$ cat config.mk
export PLATFORM = sky130hd
export DESIGN_NAME = hashed_segment_timeout_table
export DESIGN_NICKNAME = d
export VERILOG_FILES = /design/src/hw/rtl/hsto_pkg.sv /design/src/hw/rtl/hsto_hash_unit.sv /design/src/hw/rtl/hashed_segment_timeout_table.sv
export SDC_FILE = /design/constraint.sdc
export NUM_CORES = 2
export LEC_CHECK = 0
export BUFFER_PORTS_ARGS = -buffer_cell sky130_fd_sc_hd__buf_2
export CAP_MARGIN = 20
export CORE_ASPECT_RATIO = 1.1
export CORE_MARGIN = 2
export CORE_UTILIZATION = 46
export DETAILED_ROUTE_END_ITERATION = 10
export PLACE_DENSITY = 0.63
export RECOVER_POWER = 50
export SLEW_MARGIN = 20
export SYNTH_ARGS = -nofsm -noshare
export SYNTH_HDL_FRONTEND = slang
export SYNTH_HIERARCHICAL = 1
export SYNTH_SLANG_ARGS = --single-unit
$ cat constraint.sdc
create_clock -name clock -period 12.6 [get_ports clock]
set_clock_uncertainty 0.1 [all_clocks]
set_input_delay 1.26 -clock clock [delete_from_list [all_inputs] [get_ports clock]]
set_output_delay 1.26 -clock clock [all_outputs]
set_load 0.1 [all_outputs]
$ cat src/hw/rtl/hsto_pkg.sv
// ----------------------------------------------------------------------------
// hsto_pkg: shared types and constants of the hashed segment timeout table
// Field widths, command and status codes, and the result word layout.
// ----------------------------------------------------------------------------
`default_nettype none

package hsto_pkg;

   // field widths
   localparam int KEY_W      = 32;
   localparam int LIMIT_W    = 16;
   localparam int ELAPSED_W  = 16;
   localparam int CMD_W      = 3;
   localparam int STATUS_W   = 2;
   localparam int REQ_DATA_W = 48;   // key, time_limit
   localparam int RSP_DATA_W = 64;   // found_key, found_limit, found_elapsed

   // scan reports at most this many entries
   localparam int MAX_RESULTS = 16;
   localparam int NCOUNT_W    = 5;

   // key hashing: sign bit dropped before the remainder
   localparam logic [KEY_W-1:0] KEY_MASK = 32'h7FFF_FFFF;

   localparam logic [ELAPSED_W-1:0] ELAPSED_MAX = 16'hFFFF;

   // command codes
   localparam logic [CMD_W-1:0] CMD_INSERT = 3'd0;
   localparam logic [CMD_W-1:0] CMD_SEARCH = 3'd1;
   localparam logic [CMD_W-1:0] CMD_REMOVE = 3'd2;
   localparam logic [CMD_W-1:0] CMD_TICK   = 3'd3;
   localparam logic [CMD_W-1:0] CMD_SCAN   = 3'd4;
   localparam logic [CMD_W-1:0] CMD_CLEAR  = 3'd5;

   // status codes
   localparam logic [STATUS_W-1:0] STAT_OK          = 2'd0;
   localparam logic [STATUS_W-1:0] STAT_FULL        = 2'd1;
   localparam logic [STATUS_W-1:0] STAT_NOT_PRESENT = 2'd2;

   // one result word
   typedef struct packed {
      logic [STATUS_W-1:0]      status;
      logic signed [KEY_W-1:0]  key;
      logic [LIMIT_W-1:0]       limit;
      logic [ELAPSED_W-1:0]     elapsed;
      logic                     last;
   } result_type;

endpackage

`default_nettype wire

$ cat src/hw/rtl/hsto_hash_unit.sv
// ----------------------------------------------------------------------------
// hsto_hash_unit: two-stage segment hash
// Computes (key AND 0x7FFFFFFF) mod SEGMENTS from constant residue tables:
// the byte residues are summed in the first stage and the sum is reduced in
// the second; done pulses when seg is valid, after start passes through sum_valid_ff and done_ff.
// ----------------------------------------------------------------------------
`default_nettype none

module hsto_hash_unit #(
   parameter int SEGMENTS = 16,
   localparam int SEG_W = $clog2(SEGMENTS)
) (
   input  wire                                    clock,
   input  wire                                    reset,
   input  wire                                    start,
   input  wire logic signed [hsto_pkg::KEY_W-1:0] key,
   output logic                                   done,
   output logic [SEG_W-1:0]                       seg
);
   import hsto_pkg::*;

   // weight of each key byte modulo SEGMENTS
   localparam int unsigned WEIGHT0 = 1;
   localparam int unsigned WEIGHT1 = 256 % SEGMENTS;
   localparam int unsigned WEIGHT2 = 65536 % SEGMENTS;
   localparam int unsigned WEIGHT3 = 16777216 % SEGMENTS;

   typedef logic [255:0][SEG_W-1:0] residue_tab_type;

   // residue of (byte * weight) for every byte value
   function automatic residue_tab_type build_tab(input int unsigned weight);
      residue_tab_type tab;
      for (int unsigned b = 0; b < 256; b++) begin
         tab[b] = SEG_W'((b * weight) % SEGMENTS);
      end
      return tab;
   endfunction

   localparam residue_tab_type TAB0 = build_tab(WEIGHT0);
   localparam residue_tab_type TAB1 = build_tab(WEIGHT1);
   localparam residue_tab_type TAB2 = build_tab(WEIGHT2);
   localparam residue_tab_type TAB3 = build_tab(WEIGHT3);

   logic [KEY_W-1:0] masked;
   logic [7:0]       sum_ff, sum_in;
   logic             sum_valid_ff;
   logic             done_ff;
   logic [SEG_W-1:0] seg_ff;

   assign masked = key & KEY_MASK;

   // byte residues summed: at most 4 * (SEGMENTS - 1), fits in a byte while SEGMENTS is at most 64
   assign sum_in = 8'(TAB0[masked[7:0]]) + 8'(TAB1[masked[15:8]]) +
                   8'(TAB2[masked[23:16]]) + 8'(TAB3[masked[31:24]]);

   // stage flags
   always_ff @(posedge clock) begin
      if (reset) begin
         sum_valid_ff <= 1'b0;
         done_ff      <= 1'b0;
      end else begin
         sum_valid_ff <= start;
         done_ff      <= sum_valid_ff;
      end
   end

   // sum, then final reduction of the sum
   always_ff @(posedge clock) begin
      if (start) begin
         sum_ff <= sum_in;
      end
      if (sum_valid_ff) begin
         seg_ff <= TAB0[sum_ff];
      end
   end

   assign done = done_ff;
   assign seg  = seg_ff;

endmodule

`default_nettype wire

$ cat src/hw/rtl/hashed_segment_timeout_table.sv
// ----------------------------------------------------------------------------
// hashed_segment_timeout_table: direct-mapped table of timed segments
// Insert, search, remove, tick, expiry scan and clear over SEGMENTS entries.
// ----------------------------------------------------------------------------
// Each request word carries a command; the block takes one word at a time and
// answers every command except the unused codes with one or more result words.
// Insert, search and remove first reduce the key to its entry in a two-stage
// residue unit; insert and remove then answer through ST_EMIT, and search
// first reads the entry in ST_SRD. Tick and scan walk the entry memory one
// entry per cycle through its single read port, a scan pausing while a found
// entry waits on an output register that the result side has not drained.
// Every command is held up while the result side stalls. A new word is
// taken as soon as the last result of the previous one is in the output
// register. Scan reports at most 16 expired entries in ascending order; the
// final result of each command has rsp_tlast set.
// ----------------------------------------------------------------------------
`default_nettype none

module hashed_segment_timeout_table #(
   parameter int SEGMENTS = 16
) (
   input  wire                                   clock,
   input  wire                                   reset,
   // request: tdata = key[31:0], time_limit[47:32]; tuser = command
   input  wire                                   req_tvalid,
   output logic                                  req_tready,
   input  wire [hsto_pkg::REQ_DATA_W-1:0]        req_tdata,
   input  wire [hsto_pkg::CMD_W-1:0]             req_tuser,
   // response: tdata = found_key[31:0], found_limit[47:32],
   //           found_elapsed[63:48]; tuser = status; tlast = last
   output logic                                  rsp_tvalid,
   input  wire                                   rsp_tready,
   output logic [hsto_pkg::RSP_DATA_W-1:0]       rsp_tdata,
   output logic [hsto_pkg::STATUS_W-1:0]         rsp_tuser,
   output logic                                  rsp_tlast
);
   import hsto_pkg::*;

   localparam int SEG_W = $clog2(SEGMENTS);
   localparam int CNT_W = $clog2(SEGMENTS + 1);

   localparam logic [2:0] ST_IDLE = 3'd0;
   localparam logic [2:0] ST_HASH = 3'd1;
   localparam logic [2:0] ST_SRD  = 3'd2;
   localparam logic [2:0] ST_TICK = 3'd3;
   localparam logic [2:0] ST_SCAN = 3'd4;
   localparam logic [2:0] ST_SFIN = 3'd5;
   localparam logic [2:0] ST_EMIT = 3'd6;

   localparam result_type RES_OK =
      '{status: STAT_OK, key: '0, limit: '0, elapsed: '0, last: 1'b1};

   // control state
   logic [2:0]          state_ff, state_in;
   logic [SEGMENTS-1:0] valid_ff, valid_in;
   logic [CNT_W-1:0]    used_ff, used_in;
   logic [CNT_W-1:0]    idx_ff, idx_in;
   logic                chk_en_ff, chk_en_in;
   logic [SEG_W-1:0]    chk_addr_ff, chk_addr_in;
   logic [NCOUNT_W-1:0] n_ff, n_in;
   logic                pend_valid_ff, pend_valid_in;
   logic                rsp_valid_ff;

   // payload
   logic [CMD_W-1:0]        cmd_ff, cmd_in;
   logic signed [KEY_W-1:0] key_ff, key_in;
   logic [LIMIT_W-1:0]      lim_ff, lim_in;
   result_type              pend_ff, pend_in;
   result_type              out_ff;
   result_type              out_data;
   result_type              scan_res;

   // entry memory
   logic signed [KEY_W-1:0] key_mem [SEGMENTS];
   logic [LIMIT_W-1:0]      lim_mem [SEGMENTS];
   logic [ELAPSED_W-1:0]    el_mem  [SEGMENTS];
   logic signed [KEY_W-1:0] key_rd_ff;
   logic [LIMIT_W-1:0]      lim_rd_ff;
   logic [ELAPSED_W-1:0]    el_rd_ff;
   logic [SEG_W-1:0]        rd_addr;
   logic                    rd_en;
   logic [SEG_W-1:0]        wr_addr;
   logic                    kl_we;
   logic                    el_we;
   logic [ELAPSED_W-1:0]    el_wdata;
   logic [SEG_W-1:0]        idx_addr;

   logic                    req_accept;
   logic                    out_free;
   logic                    out_load;
   logic                    hit;
   logic                    hash_start;
   logic                    hash_done;
   logic [SEG_W-1:0]        hash_seg;

   assign req_tready = (state_ff == ST_IDLE);
   assign req_accept = req_tvalid && req_tready;
   assign out_free   = !rsp_valid_ff || rsp_tready;
   assign idx_addr   = (idx_ff < CNT_W'(SEGMENTS)) ? idx_ff[SEG_W-1:0] : '0;

   // key hash
   hsto_hash_unit #(
      .SEGMENTS(SEGMENTS)
   ) u_hash (
      .clock (clock),
      .reset (reset),
      .start (hash_start),
      .key   ($signed(req_tdata[KEY_W-1:0])),
      .done  (hash_done),
      .seg   (hash_seg)
   );

   // expiry check on the entry read last cycle
   assign hit = chk_en_ff && valid_ff[chk_addr_ff] && (el_rd_ff >= lim_rd_ff) &&
                (n_ff < NCOUNT_W'(MAX_RESULTS));

   always_comb begin
      scan_res         = RES_OK;
      scan_res.key     = key_rd_ff;
      scan_res.limit   = lim_rd_ff;
      scan_res.elapsed = el_rd_ff;
      scan_res.last    = 1'b0;
   end

   // sequencer
   always_comb begin
      state_in      = state_ff;
      cmd_in        = cmd_ff;
      key_in        = key_ff;
      lim_in        = lim_ff;
      valid_in      = valid_ff;
      used_in       = used_ff;
      idx_in        = idx_ff;
      chk_en_in     = 1'b0;
      chk_addr_in   = chk_addr_ff;
      n_in          = n_ff;
      pend_in       = pend_ff;
      pend_valid_in = pend_valid_ff;
      out_load      = 1'b0;
      out_data      = pend_ff;
      hash_start    = 1'b0;
      rd_addr       = idx_addr;
      rd_en         = 1'b1;
      wr_addr       = hash_seg;
      kl_we         = 1'b0;
      el_we         = 1'b0;
      el_wdata      = '0;
      case (state_ff)
         ST_IDLE: begin
            if (req_accept) begin
               cmd_in = req_tuser;
               key_in = $signed(req_tdata[KEY_W-1:0]);
               lim_in = req_tdata[KEY_W +: LIMIT_W];
               case (req_tuser)
                  CMD_INSERT, CMD_SEARCH, CMD_REMOVE: begin
                     hash_start = 1'b1;
                     state_in   = ST_HASH;
                  end
                  CMD_TICK: begin
                     idx_in   = '0;
                     state_in = ST_TICK;
                  end
                  CMD_SCAN: begin
                     idx_in        = '0;
                     n_in          = '0;
                     pend_valid_in = 1'b0;
                     state_in      = ST_SCAN;
                  end
                  CMD_CLEAR: begin
                     valid_in = '0;
                     used_in  = '0;
                     pend_in  = RES_OK;
                     state_in = ST_EMIT;
                  end
                  default: begin
                  end
               endcase
            end
         end
         ST_HASH: begin
            rd_addr = hash_seg;
            if (hash_done) begin
               pend_in  = RES_OK;
               state_in = ST_EMIT;
               case (cmd_ff)
                  CMD_INSERT: begin
                     if (used_ff == CNT_W'(SEGMENTS)) begin
                        pend_in.status = STAT_FULL;
                     end else begin
                        if (!valid_ff[hash_seg]) begin
                           used_in = used_ff + 1'b1;
                        end
                        valid_in[hash_seg] = 1'b1;
                        kl_we = 1'b1;
                        el_we = 1'b1;
                     end
                  end
                  CMD_SEARCH: begin
                     if (!valid_ff[hash_seg]) begin
                        pend_in.status = STAT_NOT_PRESENT;
                     end else begin
                        state_in = ST_SRD;
                     end
                  end
                  CMD_REMOVE: begin
                     if (!valid_ff[hash_seg]) begin
                        pend_in.status = STAT_NOT_PRESENT;
                     end else begin
                        valid_in[hash_seg] = 1'b0;
                        used_in = used_ff - 1'b1;
                     end
                  end
                  default: begin
                     state_in = ST_IDLE;
                  end
               endcase
            end
         end
         ST_SRD: begin
            pend_in         = RES_OK;
            pend_in.key     = key_rd_ff;
            pend_in.limit   = lim_rd_ff;
            pend_in.elapsed = el_rd_ff;
            state_in        = ST_EMIT;
         end
         ST_TICK: begin
            // write back the entry read last cycle, read the next one
            wr_addr  = chk_addr_ff;
            el_wdata = el_rd_ff + 1'b1;
            if (chk_en_ff && valid_ff[chk_addr_ff] && (el_rd_ff != ELAPSED_MAX)) begin
               el_we = 1'b1;
            end
            if (idx_ff == CNT_W'(SEGMENTS)) begin
               pend_in  = RES_OK;
               state_in = ST_EMIT;
            end else begin
               chk_en_in   = 1'b1;
               chk_addr_in = idx_ff[SEG_W-1:0];
               idx_in      = idx_ff + 1'b1;
            end
         end
         ST_SCAN: begin
            if (hit && pend_valid_ff && !out_free) begin
               // hold the walk until the output register drains
               rd_en     = 1'b0;
               chk_en_in = chk_en_ff;
            end else begin
               if (hit) begin
                  if (pend_valid_ff) begin
                     out_load = 1'b1;
                     out_data = pend_ff;
                  end
                  pend_in       = scan_res;
                  pend_valid_in = 1'b1;
                  n_in          = n_ff + 1'b1;
               end
               if (idx_ff == CNT_W'(SEGMENTS)) begin
                  state_in = ST_SFIN;
               end else begin
                  chk_en_in   = 1'b1;
                  chk_addr_in = idx_ff[SEG_W-1:0];
                  idx_in      = idx_ff + 1'b1;
               end
            end
         end
         ST_SFIN: begin
            if (pend_valid_ff) begin
               pend_in.last = 1'b1;
            end else begin
               pend_in        = RES_OK;
               pend_in.status = STAT_NOT_PRESENT;
            end
            state_in = ST_EMIT;
         end
         ST_EMIT: begin
            if (out_free) begin
               out_load      = 1'b1;
               out_data      = pend_ff;
               pend_valid_in = 1'b0;
               state_in      = ST_IDLE;
            end
         end
         default: begin
            state_in = ST_IDLE;
         end
      endcase
   end

   // control registers
   always_ff @(posedge clock) begin
      if (reset) begin
         state_ff      <= ST_IDLE;
         valid_ff      <= '0;
         used_ff       <= '0;
         idx_ff        <= '0;
         chk_en_ff     <= 1'b0;
         n_ff          <= '0;
         pend_valid_ff <= 1'b0;
      end else begin
         state_ff      <= state_in;
         valid_ff      <= valid_in;
         used_ff       <= used_in;
         idx_ff        <= idx_in;
         chk_en_ff     <= chk_en_in;
         n_ff          <= n_in;
         pend_valid_ff <= pend_valid_in;
      end
   end

   // payload registers
   always_ff @(posedge clock) begin
      cmd_ff      <= cmd_in;
      key_ff      <= key_in;
      lim_ff      <= lim_in;
      chk_addr_ff <= chk_addr_in;
      pend_ff     <= pend_in;
   end

   // entry memory: one write port, one registered read port
   always_ff @(posedge clock) begin
      if (kl_we) begin
         key_mem[wr_addr] <= key_ff;
         lim_mem[wr_addr] <= lim_ff;
      end
      if (el_we) begin
         el_mem[wr_addr] <= el_wdata;
      end
      if (rd_en) begin
         key_rd_ff <= key_mem[rd_addr];
         lim_rd_ff <= lim_mem[rd_addr];
         el_rd_ff  <= el_mem[rd_addr];
      end
   end

   // output register
   always_ff @(posedge clock) begin
      if (reset) begin
         rsp_valid_ff <= 1'b0;
      end else if (out_load) begin
         rsp_valid_ff <= 1'b1;
      end else if (rsp_tready) begin
         rsp_valid_ff <= 1'b0;
      end
   end

   always_ff @(posedge clock) begin
      if (out_load) begin
         out_ff <= out_data;
      end
   end

   assign rsp_tvalid = rsp_valid_ff;
   assign rsp_tdata  = {out_ff.elapsed, out_ff.limit, out_ff.key};
   assign rsp_tuser  = out_ff.status;
   assign rsp_tlast  = out_ff.last;

   // checks
   a_used_matches_valid: assert property (@(posedge clock) disable iff (reset)
      $countones(valid_ff) == int'(used_ff))
      else $error("used count differs from number of valid entries");

   a_load_only_when_free: assert property (@(posedge clock) disable iff (reset)
      out_load |-> out_free)
      else $error("output register overwritten while a word is waiting");

   a_pend_only_in_scan: assert property (@(posedge clock) disable iff (reset)
      pend_valid_ff |-> (state_ff == ST_SCAN || state_ff == ST_SFIN ||
                         state_ff == ST_EMIT))
      else $error("pending scan result outside of a scan");

   a_hash_done_in_hash: assert property (@(posedge clock) disable iff (reset)
      hash_done |-> state_ff == ST_HASH)
      else $error("hash finished outside of the hash state");

   a_scan_count_bound: assert property (@(posedge clock) disable iff (reset)
      n_ff <= NCOUNT_W'(MAX_RESULTS))
      else $error("scan reported more entries than allowed");

endmodule

`default_nettype wire

==> results.cfg <==
[routing]
via_per_inst = 5.561
wl_per_cell_um = 24.25
drt-total-wl_mm = 115.6
drt_first_pass_iters = 5
post-route-drc-count = 0
drtIter0Drc = 1942
antenna_left = 0
vias = 26496

[floorplan]
rows = 131
chipWidth_um = 329.2
ios = 124
die_area_mm2 = 0.1191
die_height_um = 361.8
start_util_pct = 46.26
coreArea_mm2 = 0.1157

[logic_synthesis]
netlist_area_mm2 = 0.05353
synth_seq_cells = 1324
synth_area_leader_cell = edfxtp_1
synthCells = 2953
synth.avg_cell_area_um2 = 18.13
synth-async-reset-ratio_pct = 0
ys.flop_type = edfxtp_1
seq_area_frac_synth_pct = 73.55
synth_edf_count = 1285
synthTopCellsByArea = edfxtp_1, mux2i_1, dfxtp_1
ys_warn_count = 6
syn_nets = 3032
synth_top_area_share_pct = 72.09
synth.distinct_cells = 73

[place]
gp_congestion = 0.8160
dp_hpwl_mm = 60.79
portBuffers = 123

[worst_setup_path]
cp_top_family = buffers and inverters
cp.required_ps = 12940
critical_path_buf_inv_count = 4
worstSetupStartpointType = flip-flop
critical_path.max_fanout = 154
crit_chain = or3b_1, buf_4, mux2i_4, buf_4, buf_4, buf_12, mux2i_1, mux2i_1, mux2i_1, mux2i_1
crit_arrival_ps = 5750
cp_slowest_stage_delay_ps = 840
cp_slowest_cell = buf_4
cpMostUsedCell = mux2i_1
critPathKind = flip-flop to flip-flop
end_kind = flip-flop

[power_and_ir_drop]
power_leakage_nw = 24.76
switching_power_mw = 3.676
power.share.clock_pct = 31.0
p_int_mw = 8.974
swShare_pct = 29.06
seqPwrFrac_pct = 45.9
peakVddDrop_mv = 0.3119
combPwrFrac_pct = 23.1
power_density_mw_per_mm2 = 211.8

[outcome]
violations = max-capacitance violations, max-slew violations
status = finished, violations left

[cells_and_area]
final_common_cell = edfxtp_1
layout_common_cells = edfxtp_1, mux2i_1, clkbuf_16
drive_gt1_share_pct = 9.302
finish.utilization_pct = 51.60
final_nets = 3210
antenna_cells = 0
syn2layout_area_growth_pct = 11.56

[sta]
hold_violations = 0
slew_headroom_pct = -172.9
rsz0062_at_grt = false
setup_viol = 0
final-max-slew-violation-count = 169
worstMarginPinSlew_ps = 4093
fin_crit_sh_pct = 42.93
max_freq_ghz = 0.1849
finalCriticalPeriod_ps = 5409
fin_tns_setup_ps = 0

[clock_network]
clock_path_buffers = 3
root_buffer = clkbuf_16
path_clk_slew_ps = 60
clock_latency_ps = 720
clkSinkCount = 1324
cts_resized = 0
htree_num_levels = 4
cts_tree = built
numCtsBuffers = 134
cts_setup_buffers = 0
postCtsHoldBufs = 0

[flow_run]
maxCapViolations = 5

[global_routing]
grt_pass1_wl_mm = 170.6
globalRouteOverflowTotal = 0
grt_pass1_vias = 27248
antenna_found_initial = 4
grt_max_degree = 155
track_usage_pct = 19.35

[worst_hold_path]
min-delay-path-class = flip-flop to flip-flop
==> cells by family (layout without fill, tap and decap cells) <==
logic type	count (synthesis)	in the layout	synth area share, %
xor gates and xnor gates	19	19	0.3109
DFF	1324	1324	73.55
and+or+nand+nor	298	298	2.936
AOI/OAI and AO/OA	133	133	1.594
buffers and inverters	173	456	2.576
muxes	982	982	18.46
adders and majority gates	24	24	0.5750
==> Yosys cell counts, types with 4 or more instances <==
master and instances:
a211oi_1 4, a21oi_1 53, a22oi_1 4, a31oi_1 4
and2_1 53, and3_1 13, buf_1 5, buf_12 23
buf_2 35, buf_4 16, buf_6 29, clkbuf_1 31
dfxtp_1 39, edfxtp_1 1285, ha_1 23, inv_1 28
mux2i_1 976, mux4_2 4, nand2_1 40, nand2b_1 5
nand3_1 31, nand3b_1 4, nand4_1 5, nor2_1 73
nor2b_1 17, nor3_1 28, nor3b_1 5, o21a_1 5
o21ai_0 12, o21ai_1 14, or3_1 6, xnor2_1 6
xor2_1 13
==> registers in the layout, indices dropped and copies added, names as in the netlist, 5 cells and up <==
signal,count
el_mem,256
key_mem,512
idx_ff,5
key_ff,32
used_ff,5
lim_ff,16
el_rd_ff,16
lim_rd_ff,16
pend_ff,67
lim_mem,256
n_ff,5
valid_ff,16
key_rd_ff,32
rsp_tdata,64
==> through the flow <==
stage | setup WS (ps) | power (mW) | cell area [µm²] | cells | hold WS (ps)
2_1_floorplan | 3283 | 8.336 | 53530 | 2953 | 300.3
3_3_place_gp | 7373 | 8.755 | 55500 | 4524 | 303.8
3_5_place_dp | 7207 | 8.858 | 55500 | 4524 | 305.4
4_1_cts | 7205 | 12.78 | 59880 | 4765 | 304.9
5_1_grt | 6809 | 13.19 | 59710 | 4765 | 320.7
6_report | 7191 | 12.65 | 59710 | 4765 | 309.4
==> worst paths after layout <==
kind | depth (start not counted) | endpoint | startpoint | slack [ps]
worst max-delay path | 10 | key_rd_ff[16] | state_ff[2] | 7190
worst min-delay path | 0 | rsp_tdata[19] | pend_ff[52] | 310
worst max register to register | 10 | key_rd_ff[16] | state_ff[2] | 7190
worst min register to register | 0 | rsp_tdata[19] | pend_ff[52] | 310
==> metal layers <==
layer	wire length [µm]	global-route usage, %	part of all wire [%]	up-vias
li1	-	-	-	11885
met1	49270	25.27	43	13708
met3	5592	3.249	4.8	199
met2	57930	33.09	50	702
met4	2751	5.891	2.4	2
met5	13	0	0.011	-
==> cell type report <==
type                            count  area [µm²]
Sequential cell                  1324       39370
Multi-Input combinational cell   1456       12950
Fill cell                        9336       56010
Timing Repair Buffer              186       994.7
Tap cell                         1529        1913
Clock buffer                      173        3657
Inverter                           29       108.9
Clock inverter                     68       716.9
==> power by group through the flow <==
stage | logic, mW | clock network (mW) | registers [mW]
after floorplan | 2.46 | 0 | 5.88
after global placement | 2.89 | 0 | 5.87
after detailed placement | 2.97 | 0 | 5.89
after CTS | 2.98 | 4.00 | 5.80
after global routing | 3.16 | 4.18 | 5.85
final | 2.92 | 3.92 | 5.81
No activity file was read; power rests on OpenSTA's default activity.
